<file path="config.mk">
export PLATFORM = sky130hd
export DESIGN_NAME = audio_block_rms_meter_top
export DESIGN_NICKNAME = d
export VERILOG_FILES = /design/src/design/rmsm_pkg.sv /design/src/design/rmsm_front.sv /design/src/design/rmsm_queue.sv /design/src/design/rmsm_root.sv /design/src/design/rmsm_back.sv /design/src/design/audio_block_rms_meter_top.sv
export SDC_FILE = /design/constraint.sdc
export NUM_CORES = 1
export LEC_CHECK = 0
export ABC_AREA = 1
export BUFFER_PORTS_ARGS = -buffer_cell sky130_fd_sc_hd__clkbuf_2
export CAP_MARGIN = 20
export CORE_MARGIN = 10
export CORE_UTILIZATION = 25
export DETAILED_ROUTE_END_ITERATION = 10
export HOLD_SLACK_MARGIN = 0.02
export PLACE_DENSITY = 0.42
export SLEW_MARGIN = 10
export SYNTH_ARGS = -nofsm -noshare
export SYNTH_HDL_FRONTEND = slang
export SYNTH_SLANG_ARGS = --single-unit
</file>
<file path="constraint.sdc">
create_clock -name clk -period 5.85 [get_ports clk]
set_clock_uncertainty 0.15 [all_clocks]
set_input_delay 0.585 -clock clk [delete_from_list [all_inputs] [get_ports clk]]
set_output_delay 0.585 -clock clk [all_outputs]
set_load 0.005 [all_outputs]
</file>
<file path="src/design/rmsm_pkg.sv">
package rmsm_pkg;

  localparam int RAW_W   = 32;
  localparam int MAG_W   = 18;
  localparam int CNT_W   = 11;
  localparam int SUM_W   = 45;
  localparam int SQ_W    = 2 * MAG_W;
  localparam int QUOT_W  = 35;
  localparam int LEVEL_W = 18;
  localparam int RAD_W   = 2 * LEVEL_W;

  localparam int SAMPLE_SHIFT = 14;
  localparam int COUNT_LIMIT  = 2047;
  localparam int BLOCK_MAX_DEF = 1024;
  localparam int QUEUE_DEPTH  = 4;

  localparam logic [LEVEL_W-1:0] LEVEL_MAX = LEVEL_W'(1 << 17);

  typedef struct packed {
    logic [MAG_W-1:0] mag;
    logic             counted;
    logic             ignored;
    logic             last;
  } entry_t;

  typedef enum logic [1:0] {
    BK_POP,
    BK_ADD,
    BK_FINISH,
    BK_SOLVE
  } bk_state_t;

  typedef enum logic [1:0] {
    RT_IDLE,
    RT_DIV,
    RT_SQRT
  } rt_state_t;

endpackage

</file>
<file path="src/design/rmsm_front.sv">
module rmsm_front #(
  parameter int BLOCK_MAX = rmsm_pkg::BLOCK_MAX_DEF
) (
  input  logic                       clk,
  input  logic                       rst_n,
  input  logic                       start,
  input  logic                       full,
  input  logic [rmsm_pkg::RAW_W-1:0] raw_sample,
  input  logic                       last_sample,
  output logic                       push,
  output rmsm_pkg::entry_t           entry
);

  localparam int WordLimit =
    (BLOCK_MAX < rmsm_pkg::COUNT_LIMIT) ? BLOCK_MAX : rmsm_pkg::COUNT_LIMIT;

  logic [rmsm_pkg::CNT_W-1:0] words_r, words_nxt;
  logic [rmsm_pkg::MAG_W-1:0] field;
  logic                       ignored;

  assign push    = start && !full;
  assign ignored = words_r >= rmsm_pkg::CNT_W'(WordLimit);
  assign field   = raw_sample[rmsm_pkg::RAW_W-1:rmsm_pkg::SAMPLE_SHIFT];

  always_comb begin
    entry.mag     = field[rmsm_pkg::MAG_W-1] ? (~field + 1'b1) : field;
    entry.counted = !ignored && (raw_sample != '1);
    entry.ignored = ignored;
    entry.last    = last_sample;
  end

  always_comb begin
    words_nxt = words_r;
    if (push) begin
      if (last_sample) begin
        words_nxt = '0;
      end else if (!ignored) begin
        words_nxt = words_r + 1'b1;
      end
    end
  end

  always_ff @(posedge clk) begin
    if (!rst_n) begin
      words_r <= '0;
    end else begin
      words_r <= words_nxt;
    end
  end

endmodule

</file>
<file path="src/design/rmsm_queue.sv">
module rmsm_queue (
  input  logic             clk,
  input  logic             rst_n,
  input  logic             push,
  input  rmsm_pkg::entry_t push_entry,
  input  logic             pop,
  output rmsm_pkg::entry_t head,
  output logic             full,
  output logic             empty
);

  localparam int Depth = rmsm_pkg::QUEUE_DEPTH;
  localparam int PtrW  = (Depth > 1) ? $clog2(Depth) : 1;
  localparam int CntW  = $clog2(Depth + 1);

  rmsm_pkg::entry_t    slot_r [Depth];
  logic [PtrW-1:0]     wr_ptr_r, rd_ptr_r;
  logic [CntW-1:0]     fill_r;

  assign full  = fill_r == CntW'(Depth);
  assign empty = fill_r == '0;
  assign head  = slot_r[rd_ptr_r];

  function automatic logic [PtrW-1:0] bump(input logic [PtrW-1:0] p);
    bump = (p == PtrW'(Depth - 1)) ? '0 : p + 1'b1;
  endfunction

  always_ff @(posedge clk) begin
    if (push) begin
      slot_r[wr_ptr_r] <= push_entry;
    end
  end

  always_ff @(posedge clk) begin
    if (!rst_n) begin
      wr_ptr_r <= '0;
      rd_ptr_r <= '0;
      fill_r   <= '0;
    end else begin
      if (push) begin
        wr_ptr_r <= bump(wr_ptr_r);
      end
      if (pop) begin
        rd_ptr_r <= bump(rd_ptr_r);
      end
      case ({push, pop})
        2'b10:   fill_r <= fill_r + 1'b1;
        2'b01:   fill_r <= fill_r - 1'b1;
        default: fill_r <= fill_r;
      endcase
    end
  end

endmodule

</file>
<file path="src/design/rmsm_root.sv">
module rmsm_root (
  input  logic                         clk,
  input  logic                         rst_n,
  input  logic                         go,
  input  logic [rmsm_pkg::SUM_W-1:0]   dividend,
  input  logic [rmsm_pkg::CNT_W-1:0]   divisor,
  output logic                         done,
  output logic [rmsm_pkg::LEVEL_W-1:0] level
);

  localparam int SUM_W   = rmsm_pkg::SUM_W;
  localparam int CNT_W   = rmsm_pkg::CNT_W;
  localparam int LEVEL_W = rmsm_pkg::LEVEL_W;
  localparam int RAD_W   = rmsm_pkg::RAD_W;
  localparam int SREM_W  = LEVEL_W + 2;
  localparam int StepW   = $clog2(SUM_W);

  rmsm_pkg::rt_state_t state_r, state_nxt;
  logic [StepW-1:0]    step_r, step_nxt;
  logic [CNT_W-1:0]    div_r;
  logic [CNT_W-1:0]    rem_r, rem_nxt;
  logic [SUM_W-1:0]    quo_r, quo_nxt;
  logic [RAD_W-1:0]    rad_r;
  logic [SREM_W-1:0]   srem_r, srem_nxt;
  logic [LEVEL_W-1:0]  root_r, root_nxt;
  logic                done_r;

  // restoring divide, one quotient bit a cycle
  logic [CNT_W:0]      rem_sh, rem_diff;
  logic                q_bit;
  assign rem_sh   = {rem_r, quo_r[SUM_W-1]};
  assign rem_diff = rem_sh - {1'b0, div_r};
  assign q_bit    = rem_sh >= {1'b0, div_r};
  assign rem_nxt  = q_bit ? rem_diff[CNT_W-1:0] : rem_sh[CNT_W-1:0];
  assign quo_nxt  = {quo_r[SUM_W-2:0], q_bit};

  // digit-by-digit square root, one result bit a cycle
  logic [SREM_W+1:0]   srem_sh, trial, srem_diff;
  logic                r_bit;
  assign srem_sh   = {srem_r, rad_r[RAD_W-1 -: 2]};
  assign trial     = (SREM_W + 2)'({root_r, 2'b01});
  assign srem_diff = srem_sh - trial;
  assign r_bit     = srem_sh >= trial;
  assign srem_nxt  = r_bit ? srem_diff[SREM_W-1:0] : srem_sh[SREM_W-1:0];
  assign root_nxt  = {root_r[LEVEL_W-2:0], r_bit};

  always_comb begin
    state_nxt = state_r;
    step_nxt  = step_r;
    case (state_r)
      rmsm_pkg::RT_IDLE: begin
        if (go) begin
          state_nxt = rmsm_pkg::RT_DIV;
          step_nxt  = '0;
        end
      end
      rmsm_pkg::RT_DIV: begin
        step_nxt = step_r + 1'b1;
        if (step_r == StepW'(SUM_W - 1)) begin
          state_nxt = rmsm_pkg::RT_SQRT;
          step_nxt  = '0;
        end
      end
      rmsm_pkg::RT_SQRT: begin
        step_nxt = step_r + 1'b1;
        if (step_r == StepW'(LEVEL_W - 1)) begin
          state_nxt = rmsm_pkg::RT_IDLE;
          step_nxt  = '0;
        end
      end
      default: begin
        state_nxt = rmsm_pkg::RT_IDLE;
        step_nxt  = '0;
      end
    endcase
  end

  always_ff @(posedge clk) begin
    if (!rst_n) begin
      state_r <= rmsm_pkg::RT_IDLE;
      step_r  <= '0;
      done_r  <= 1'b0;
    end else begin
      state_r <= state_nxt;
      step_r  <= step_nxt;
      done_r  <= (state_r == rmsm_pkg::RT_SQRT) && (step_r == StepW'(LEVEL_W - 1));
    end
  end

  always_ff @(posedge clk) begin
    case (state_r)
      rmsm_pkg::RT_IDLE: begin
        if (go) begin
          div_r <= divisor;
          quo_r <= dividend;
          rem_r <= '0;
        end
      end
      rmsm_pkg::RT_DIV: begin
        rem_r <= rem_nxt;
        quo_r <= quo_nxt;
        if (step_r == StepW'(SUM_W - 1)) begin
          // mean square is at most 2^34, upper quotient bits are zero
          rad_r  <= RAD_W'(quo_nxt[rmsm_pkg::QUOT_W-1:0]);
          srem_r <= '0;
          root_r <= '0;
        end
      end
      rmsm_pkg::RT_SQRT: begin
        rad_r  <= {rad_r[RAD_W-3:0], 2'b00};
        srem_r <= srem_nxt;
        root_r <= root_nxt;
      end
      default: begin
        root_r <= root_r;
      end
    endcase
  end

  assign done  = done_r;
  assign level = root_r;

endmodule

</file>
<file path="src/design/rmsm_back.sv">
module rmsm_back (
  input  logic                         clk,
  input  logic                         rst_n,
  input  rmsm_pkg::entry_t             head,
  input  logic                         empty,
  output logic                         pop,
  output logic                         out_valid,
  output logic [rmsm_pkg::LEVEL_W-1:0] out_rms_level,
  output logic [rmsm_pkg::CNT_W-1:0]   out_valid_count,
  output logic                         out_block_overflow
);

  localparam int SUM_W = rmsm_pkg::SUM_W;
  localparam int CNT_W = rmsm_pkg::CNT_W;

  rmsm_pkg::bk_state_t              state_r, state_nxt;
  logic [rmsm_pkg::SQ_W-1:0]        sq_r, prod;
  logic                             counted_r, ignored_r, last_r;
  logic [SUM_W-1:0]                 sum_r;
  logic [CNT_W-1:0]                 cnt_r;
  logic                             ovf_r;
  logic                             root_go, root_done;
  logic [rmsm_pkg::LEVEL_W-1:0]     root_level;
  logic                             emit, emit_zero;
  logic                             out_valid_r;
  logic [rmsm_pkg::LEVEL_W-1:0]     level_r;
  logic [CNT_W-1:0]                 count_r;
  logic                             ovf_out_r;

  assign prod = head.mag * head.mag;

  always_comb begin
    state_nxt = state_r;
    pop       = 1'b0;
    root_go   = 1'b0;
    emit      = 1'b0;
    emit_zero = 1'b0;
    case (state_r)
      rmsm_pkg::BK_POP: begin
        if (!empty) begin
          pop       = 1'b1;
          state_nxt = rmsm_pkg::BK_ADD;
        end
      end
      rmsm_pkg::BK_ADD: begin
        state_nxt = last_r ? rmsm_pkg::BK_FINISH : rmsm_pkg::BK_POP;
      end
      rmsm_pkg::BK_FINISH: begin
        if (cnt_r == '0) begin
          emit      = 1'b1;
          emit_zero = 1'b1;
          state_nxt = rmsm_pkg::BK_POP;
        end else begin
          root_go   = 1'b1;
          state_nxt = rmsm_pkg::BK_SOLVE;
        end
      end
      rmsm_pkg::BK_SOLVE: begin
        if (root_done) begin
          emit      = 1'b1;
          state_nxt = rmsm_pkg::BK_POP;
        end
      end
      default: state_nxt = rmsm_pkg::BK_POP;
    endcase
  end

  always_ff @(posedge clk) begin
    if (!rst_n) begin
      state_r     <= rmsm_pkg::BK_POP;
      sum_r       <= '0;
      cnt_r       <= '0;
      ovf_r       <= 1'b0;
      out_valid_r <= 1'b0;
    end else begin
      state_r     <= state_nxt;
      out_valid_r <= emit;
      if (state_r == rmsm_pkg::BK_ADD) begin
        if (counted_r) begin
          sum_r <= sum_r + SUM_W'(sq_r);
          cnt_r <= cnt_r + 1'b1;
        end
        ovf_r <= ovf_r | ignored_r;
      end
      if (emit) begin
        sum_r <= '0;
        cnt_r <= '0;
        ovf_r <= 1'b0;
      end
    end
  end

  always_ff @(posedge clk) begin
    if (pop) begin
      sq_r      <= prod;
      counted_r <= head.counted;
      ignored_r <= head.ignored;
      last_r    <= head.last;
    end
    if (emit) begin
      level_r   <= emit_zero ? '0 : root_level;
      count_r   <= cnt_r;
      ovf_out_r <= ovf_r;
    end
  end

  rmsm_root u_root (
    .clk      (clk),
    .rst_n    (rst_n),
    .go       (root_go),
    .dividend (sum_r),
    .divisor  (cnt_r),
    .done     (root_done),
    .level    (root_level)
  );

  assign out_valid          = out_valid_r;
  assign out_rms_level      = level_r;
  assign out_valid_count    = count_r;
  assign out_block_overflow = ovf_out_r;

endmodule

</file>
<file path="src/design/audio_block_rms_meter_top.sv">
// The back end adds each word before its next pop; the 4-beat queue takes bursts at 1 per cycle while not full.
// busy is high while the queue is full, mostly during the end-of-block solve.
// After the last word of a block the back end pops, adds and finishes it, then runs the 45-step divide
// and the 18-step root before out_valid; with no valid samples, finish emits a zero level with no solve.
// Synchronous active-low reset clears the word count, queue, accumulators and out_valid.
module audio_block_rms_meter_top #(
  parameter int BLOCK_MAX = rmsm_pkg::BLOCK_MAX_DEF
) (
  input  logic                         clk,
  input  logic                         rst_n,
  input  logic                         start,
  output logic                         busy,
  input  logic [rmsm_pkg::RAW_W-1:0]   in_raw_sample,
  input  logic                         in_last_sample,
  output logic                         out_valid,
  output logic [rmsm_pkg::LEVEL_W-1:0] out_rms_level,
  output logic [rmsm_pkg::CNT_W-1:0]   out_valid_count,
  output logic                         out_block_overflow
);

  rmsm_pkg::entry_t push_entry, head;
  logic             push, pop, full, empty;

  assign busy = full;

  rmsm_front #(
    .BLOCK_MAX (BLOCK_MAX)
  ) u_front (
    .clk         (clk),
    .rst_n       (rst_n),
    .start       (start),
    .full        (full),
    .raw_sample  (in_raw_sample),
    .last_sample (in_last_sample),
    .push        (push),
    .entry       (push_entry)
  );

  rmsm_queue u_queue (
    .clk        (clk),
    .rst_n      (rst_n),
    .push       (push),
    .push_entry (push_entry),
    .pop        (pop),
    .head       (head),
    .full       (full),
    .empty      (empty)
  );

  rmsm_back u_back (
    .clk                (clk),
    .rst_n              (rst_n),
    .head               (head),
    .empty              (empty),
    .pop                (pop),
    .out_valid          (out_valid),
    .out_rms_level      (out_rms_level),
    .out_valid_count    (out_valid_count),
    .out_block_overflow (out_block_overflow)
  );

endmodule

</file>
## Word level (Yosys, flattened, before mapping)

Memories as Yosys holds them, arrays and structs flattened. A register that Yosys moved wholly into a read port is not among the register bits.
Cells that the tools add are included.
Widths: inputs -> output; s select.

| word-level totals | value |
|---|---|
| input bits | 36 |
| latch bits | 0 |
| flip-flop bits (word level) | 297 |
| bits in read-only memories | 0 |
| output and inout bits | 32 |
| memories | 1 |
| bits in writable memories | 84 |
| logic and storage cells | 126 |

Memory list:

| memory | depth | width | read ports | clocked after memory_dff | write ports | line | text |
|---|---|---|---|---|---|---|---|
| u_queue.slot_r | 4 | 21 | 1 | 1 | 1 | rmsm_queue.sv:16 | `rmsm_pkg::entry_t slot_r [Depth];` |

| cells by class | value |
|---|---|
| $lt $le $gt $ge | 3 |
| eq/ne operators | 19 |
| muxes and demuxes | 43 |
| bitwise logic cells | 3 |
| multiply operators | 1 |
| $add $sub $neg | 11 |
| reductions and logical operators | 20 |
| divide/modulo/power cells | 0 |
| shift-type cells | 0 |

Operator list:

| operator | count |
|---|---|
| $pmux 45 s2 | 1 |
| $pmux 36 s2 | 1 |
| $add 45x36->45 | 1 |
| $mux 45 | 1 |
| $mux 11 | 4 |
| $mux 20 | 2 |
| $pmux 20 s2 | 1 |
| $mul 18x18->36 | 1 |
| $mux 18 | 2 |
| $mux 36 | 1 |
| $pmux 18 s2 | 1 |
| $ne 32x32->1 const B | 1 |
| $add 11x1->11 const B | 2 |
| $ge 22x20->1 | 1 |
| $mux 2 | 11 |
| $pmux 11 s2 | 1 |
| $sub 20x20->20 | 1 |
| $add 18x1->18 const B | 1 |
| $mux 6 | 3 |
| $not 18->18 | 1 |
| $pmux 6 s3 | 1 |
| $eq 2x2->1 const B | 6 |
| $ge 12x11->1 | 1 |
| $reduce_and 2->1 | 6 |
| 27 further kinds | 48 |

## Longest topological paths before layout

| logic depth | value |
|---|---|
| word-level depth | 5 |
| mapped depth | 31 |
| depth with buffers taken out | 28 |

## By module

Synthesis repeated with hierarchy kept, for this count alone.

| second synthesis, totals | value |
|---|---|
| cells, all modules | 3721 |
| area, all modules | 30375.4 um^2 |

Modules (own cells, without submodules):

| module | seq. area each (um^2) | cells an instance | area each (um^2) | times used |
|---|---|---|---|---|
| rmsm_back | 3243.1 | 2281 | 17244.0 | 1 |
| rmsm_root | 4414.2 | 960 | 8313.0 | 1 |
| rmsm_queue | 2702.6 | 264 | 3628.5 | 1 |
| rmsm_front | 220.2 | 216 | 1189.9 | 1 |

## Worst setup path before layout

Ideal clock, no wire load.

| timing path | value |
|---|---|
| path kind | register to register |
| start point | register (tool-made name) |
| end point | register u_back.sq_r[33] (netlist bit) (data pin) |
| data arrival time | 5823 ps |
| data required time | 5438 ps |
| cell stages (with the launch flop) | 26 |
| period minus slack after synthesis | 6235 ps |
| path buffers | 3 |
| path slack | -385 ps |
| setup time | 262 ps |
| path through | dfxtp_1 buf_6 buf_6 nand2_1 a32oi_4 inv_1 buf_2 nor2_1 fa_1 fa_1 inv_1 fa_1 inv_1 fa_1 fa_1 inv_1 fa_1 inv_1 ha_1 nand2_1 nor2_1 nor3b_1 nand3_1 nand3_1 a21oi_1 xor2_1 |

RTL lines:

| element | line | text |
|---|---|---|
| to (signal assigned) | rmsm_back.sv:95 | `sq_r <= prod;` |
| to (decl) | rmsm_back.sv:17 | `logic [rmsm_pkg::SQ_W-1:0] sq_r, prod;` |

==> results.sh <==
export IMPL_rr_worst_depth=28
export IMPL_drt_iter0_drc=1052
export IMPL_dieArea_um2=133000
export IMPL_slowest_stage="fa_1"
export IMPL_drc=0
export IMPL_worst_path_stages=28
export IMPL_most_common_layout_cells="796 x nand2_1, 676 x inv_1, 293 x edfxtp_1"
export IMPL_final_core_util=0.311
export IMPL_path_class="register to register"
export IMPL_rsz0062_at_grt="true"
export IMPL_dieHeight_um=364
export IMPL_endpoint="u_back.sq_r[34]"
export IMPL_crit_family="adder cells"
export IMPL_wl_met1_um=38700
export IMPL_drv_cap=0
export IMPL_synth_cell_types=58
export IMPL_synth_avg_cell_area_um2=8.48
export IMPL_required_ps=6010
export IMPL_slew_violations=0
export IMPL_slew_headroom=0.359
export IMPL_path_clk_slew_ps=60
export IMPL_multi_input_comb_area_um2=16900
export IMPL_clockRootBuffer="clkbuf_16"
export IMPL_n_fill_cell=12500
export IMPL_ant_nets=0
export IMPL_failed_checks="setup timing"
export IMPL_r2r_end="u_back.sq_r[34]"
export IMPL_fmax_mhz=159
export IMPL_synth_edf_count=293
export IMPL_finalWirelength_um=81000
export IMPL_coreArea_um2=118000
export IMPL_worst_slack_ps=-425
export IMPL_start_kind="register"
export IMPL_routed_via_density=4.21
export IMPL_num_vias=22700
export IMPL_clock_path_buffers=3
export IMPL_grt_max_degree=76
export IMPL_initial_utilization=0.251
export IMPL_synth_seq_area_share=0.357
export IMPL_drt_pass1_iterations=6
export IMPL_clock_latency_ps=620
export IMPL_cpPeakStageDelay_ps=540
export IMPL_h_tree_depth=2
export IMPL_synthCells=3490
export IMPL_synth_ff_type="edfxtp_1"
export IMPL_ys_ff_latch=382
export IMPL_clkSinkCount=382
export IMPL_grt_pass1_wl_um=131000
export IMPL_cts_tree="done"
export IMPL_cp_arrival_ps=6430
export IMPL_cp_max_fo=6
export IMPL_cp_end_kind="register"
export IMPL_cts_hold_buf=0
export IMPL_io_pins=68
export IMPL_track_usage=0.123
export IMPL_cts_buffers_inserted=46
export IMPL_wl_met3_um=2370
export IMPL_num_rows=126
export IMPL_crit_top_cell="fa_1"
export IMPL_netlist_area_um2=29600
export IMPL_status="finished, violations left"
export IMPL_antenna_found_initial=0
export IMPL_io_buffers=67
export IMPL_grt_ovfl_total=0
export IMPL_syn_nets=3943
export IMPL_finalCritPeriodShare=1.07
export IMPL_worst_slew_pin_slew_ps=958
export IMPL_yosysWarnings=0
export IMPL_nNetsFinal=4279
export IMPL_place_congestion=0.861
export IMPL_hp_class="input port to register"
export IMPL_regArea_um2=10600
export IMPL_grt_pass1_vias=24000
export IMPL_drive_above_1_share=0.186
export IMPL_dr_wl_met2_um=38200
export IMPL_dp_hpwl_um=64600
export IMPL_area_growth_synth_to_final_pct=23.9
export IMPL_final_common_cell="nand2_1"
export IMPL_reg2reg_slack_ps=-420
export IMPL_diodes=0
export IMPL_avgRoutedWirePerCell_um=15.0
export IMPL_die_x_um=364
export IMPL_synthArstFlopShare=0
export IMPL_place_ws_ps=-615
export IMPL_top_layer="met4"
export IMPL_cp_num_buf_inv=11
export IMPL_setup_viol=22
export IMPL_hold_viol=0
export IMPL_fin_crit_ps=6270
[Yosys cell counts (all sizes together) (2+ instances only)]
| cell type | number | share of area |
|---|---|---|
| a21oi | 208 | 0.035 |
| nand2 | 840 | 0.11 |
| o21bai | 7 | 0.0018 |
| edfxtp | 293 | 0.30 |
| nor3b | 3 | 0.00093 |
| a21boi | 2 | 0.00051 |
| a21o | 8 | 0.0020 |
| or2 | 4 | 0.00085 |
| o21ai | 158 | 0.027 |
| a211oi | 8 | 0.0020 |
| buf | 41 | 0.011 |
| xor2 | 54 | 0.016 |
| nor2 | 326 | 0.044 |
| a31oi | 6 | 0.0013 |
| dfxtp | 89 | 0.060 |
| inv | 716 | 0.091 |
| o21a | 8 | 0.0020 |
| nor3 | 31 | 0.0052 |
| nor4 | 8 | 0.0022 |
| nand3b | 7 | 0.0018 |
| xnor2 | 31 | 0.0092 |
| nand4 | 31 | 0.0068 |
| clkbuf | 37 | 0.0047 |
| fa | 224 | 0.15 |
| o22ai | 3 | 0.00063 |
| nand3 | 117 | 0.020 |
| o211ai | 10 | 0.0025 |
| a32oi | 17 | 0.011 |
| clkinv | 3 | 0.00038 |
| ha | 193 | 0.082 |
[routing by layer]
layer  vias to the layer above  GRT usage
li1                      11700          -
met1                     10700      0.163
met2                       251      0.213
met3                        92     0.0155
met4                         0     0.0299
met5                         -          0
[cell families after synthesis]
logic type,count (synthesis),synth area share
AOI/OAI and AO/OA,440,0.0874
xor gates and xnor gates,85,0.0252
adders and majority gates,417,0.233
buffers and inverters,797,0.107
DFF,382,0.357
and+or+nand+nor,1369,0.190
[stage by stage]
stage	cells	hold slack, ps	cell area [um2]	TNS (ps)
global route	5399	87.7	36700	-12690
floorplan	3490	258	30200	-118
finish	5399	127	36700	-6550
global placement	5284	304	34100	-10980
CTS	5394	67.9	36500	-7060
detailed placement	5284	313	34100	-12550
[sequential cells by signal, summed over array words and instances (netlist names), 2 cells and up, named ones only]
register / cells
u_back.u_root.quo_r: 45
u_back.out_rms_level: 18
u_queue.wr_ptr_r: 2
u_back.u_root.state_r: 2
u_front.words_r: 11
u_back.u_root.rad_r: 36
u_back.sq_r: 35
u_back.u_root.rem_r: 11
u_back.u_root.level: 18
u_queue.fill_r: 3
u_back.u_root.srem_r: 20
u_back.out_valid_count: 11
u_queue.rd_ptr_r: 2
u_back.state_r: 2
u_back.sum_r: 45
u_back.u_root.step_r: 6
u_back.u_root.div_r: 11
u_queue.slot_r: 84
u_back.cnt_r: 11
[worst min path at each step]
stage                           endpoint      startpoint  slack (ps)  depth (start not counted)
6_report            u_queue.slot_r[0][0]  in_last_sample         130                          1
5_1_grt             u_queue.slot_r[0][0]  in_last_sample          90                          1
4_1_cts             u_queue.slot_r[0][0]  in_last_sample          70                          1
3_5_place_dp   u_back.out_block_overflow    u_back.ovf_r         310                          0
3_3_place_gp   u_back.out_block_overflow    u_back.ovf_r         300                          0
2_1_floorplan  u_back.out_block_overflow    u_back.ovf_r         260                          0
[worst reg2reg max path: cells and delay by family, from the launching register on]
family,cells,cell delay [ps]
flops,1,370
compound gates,4,580
simple gates,5,350
fa+ha+maj,7,3190
buf+inv,11,1200
xor+xnor,1,140
[final cells by class]
type | count | share of cell area
Clock buffer | 62 | 0.0342
Timing Repair Buffer | 365 | 0.0794
Timing Repair inverter | 1 | 0.000307
Tap cell | 1536 | 0.0524
Inverter | 719 | 0.0754
Sequential cell | 382 | 0.289
Multi-Input combinational cell | 2311 | 0.461
Clock inverter | 23 | 0.00873
[what timing repair did]
| action | CTS | global route |
|---|---|---|
| cloned | 2 | 0 |
| setup endpoints to repair | 27 | 27 |
| resized for setup | 153 | 48 |
| hold endpoints to repair | 0 | 0 |
| pin swaps | 60 | 17 |
| buffers inserted | 24 | 4 |
Power is left out: the tool's default activity adds up to more than one toggle a clock period on the data nets, which glitch-free logic cannot reach.
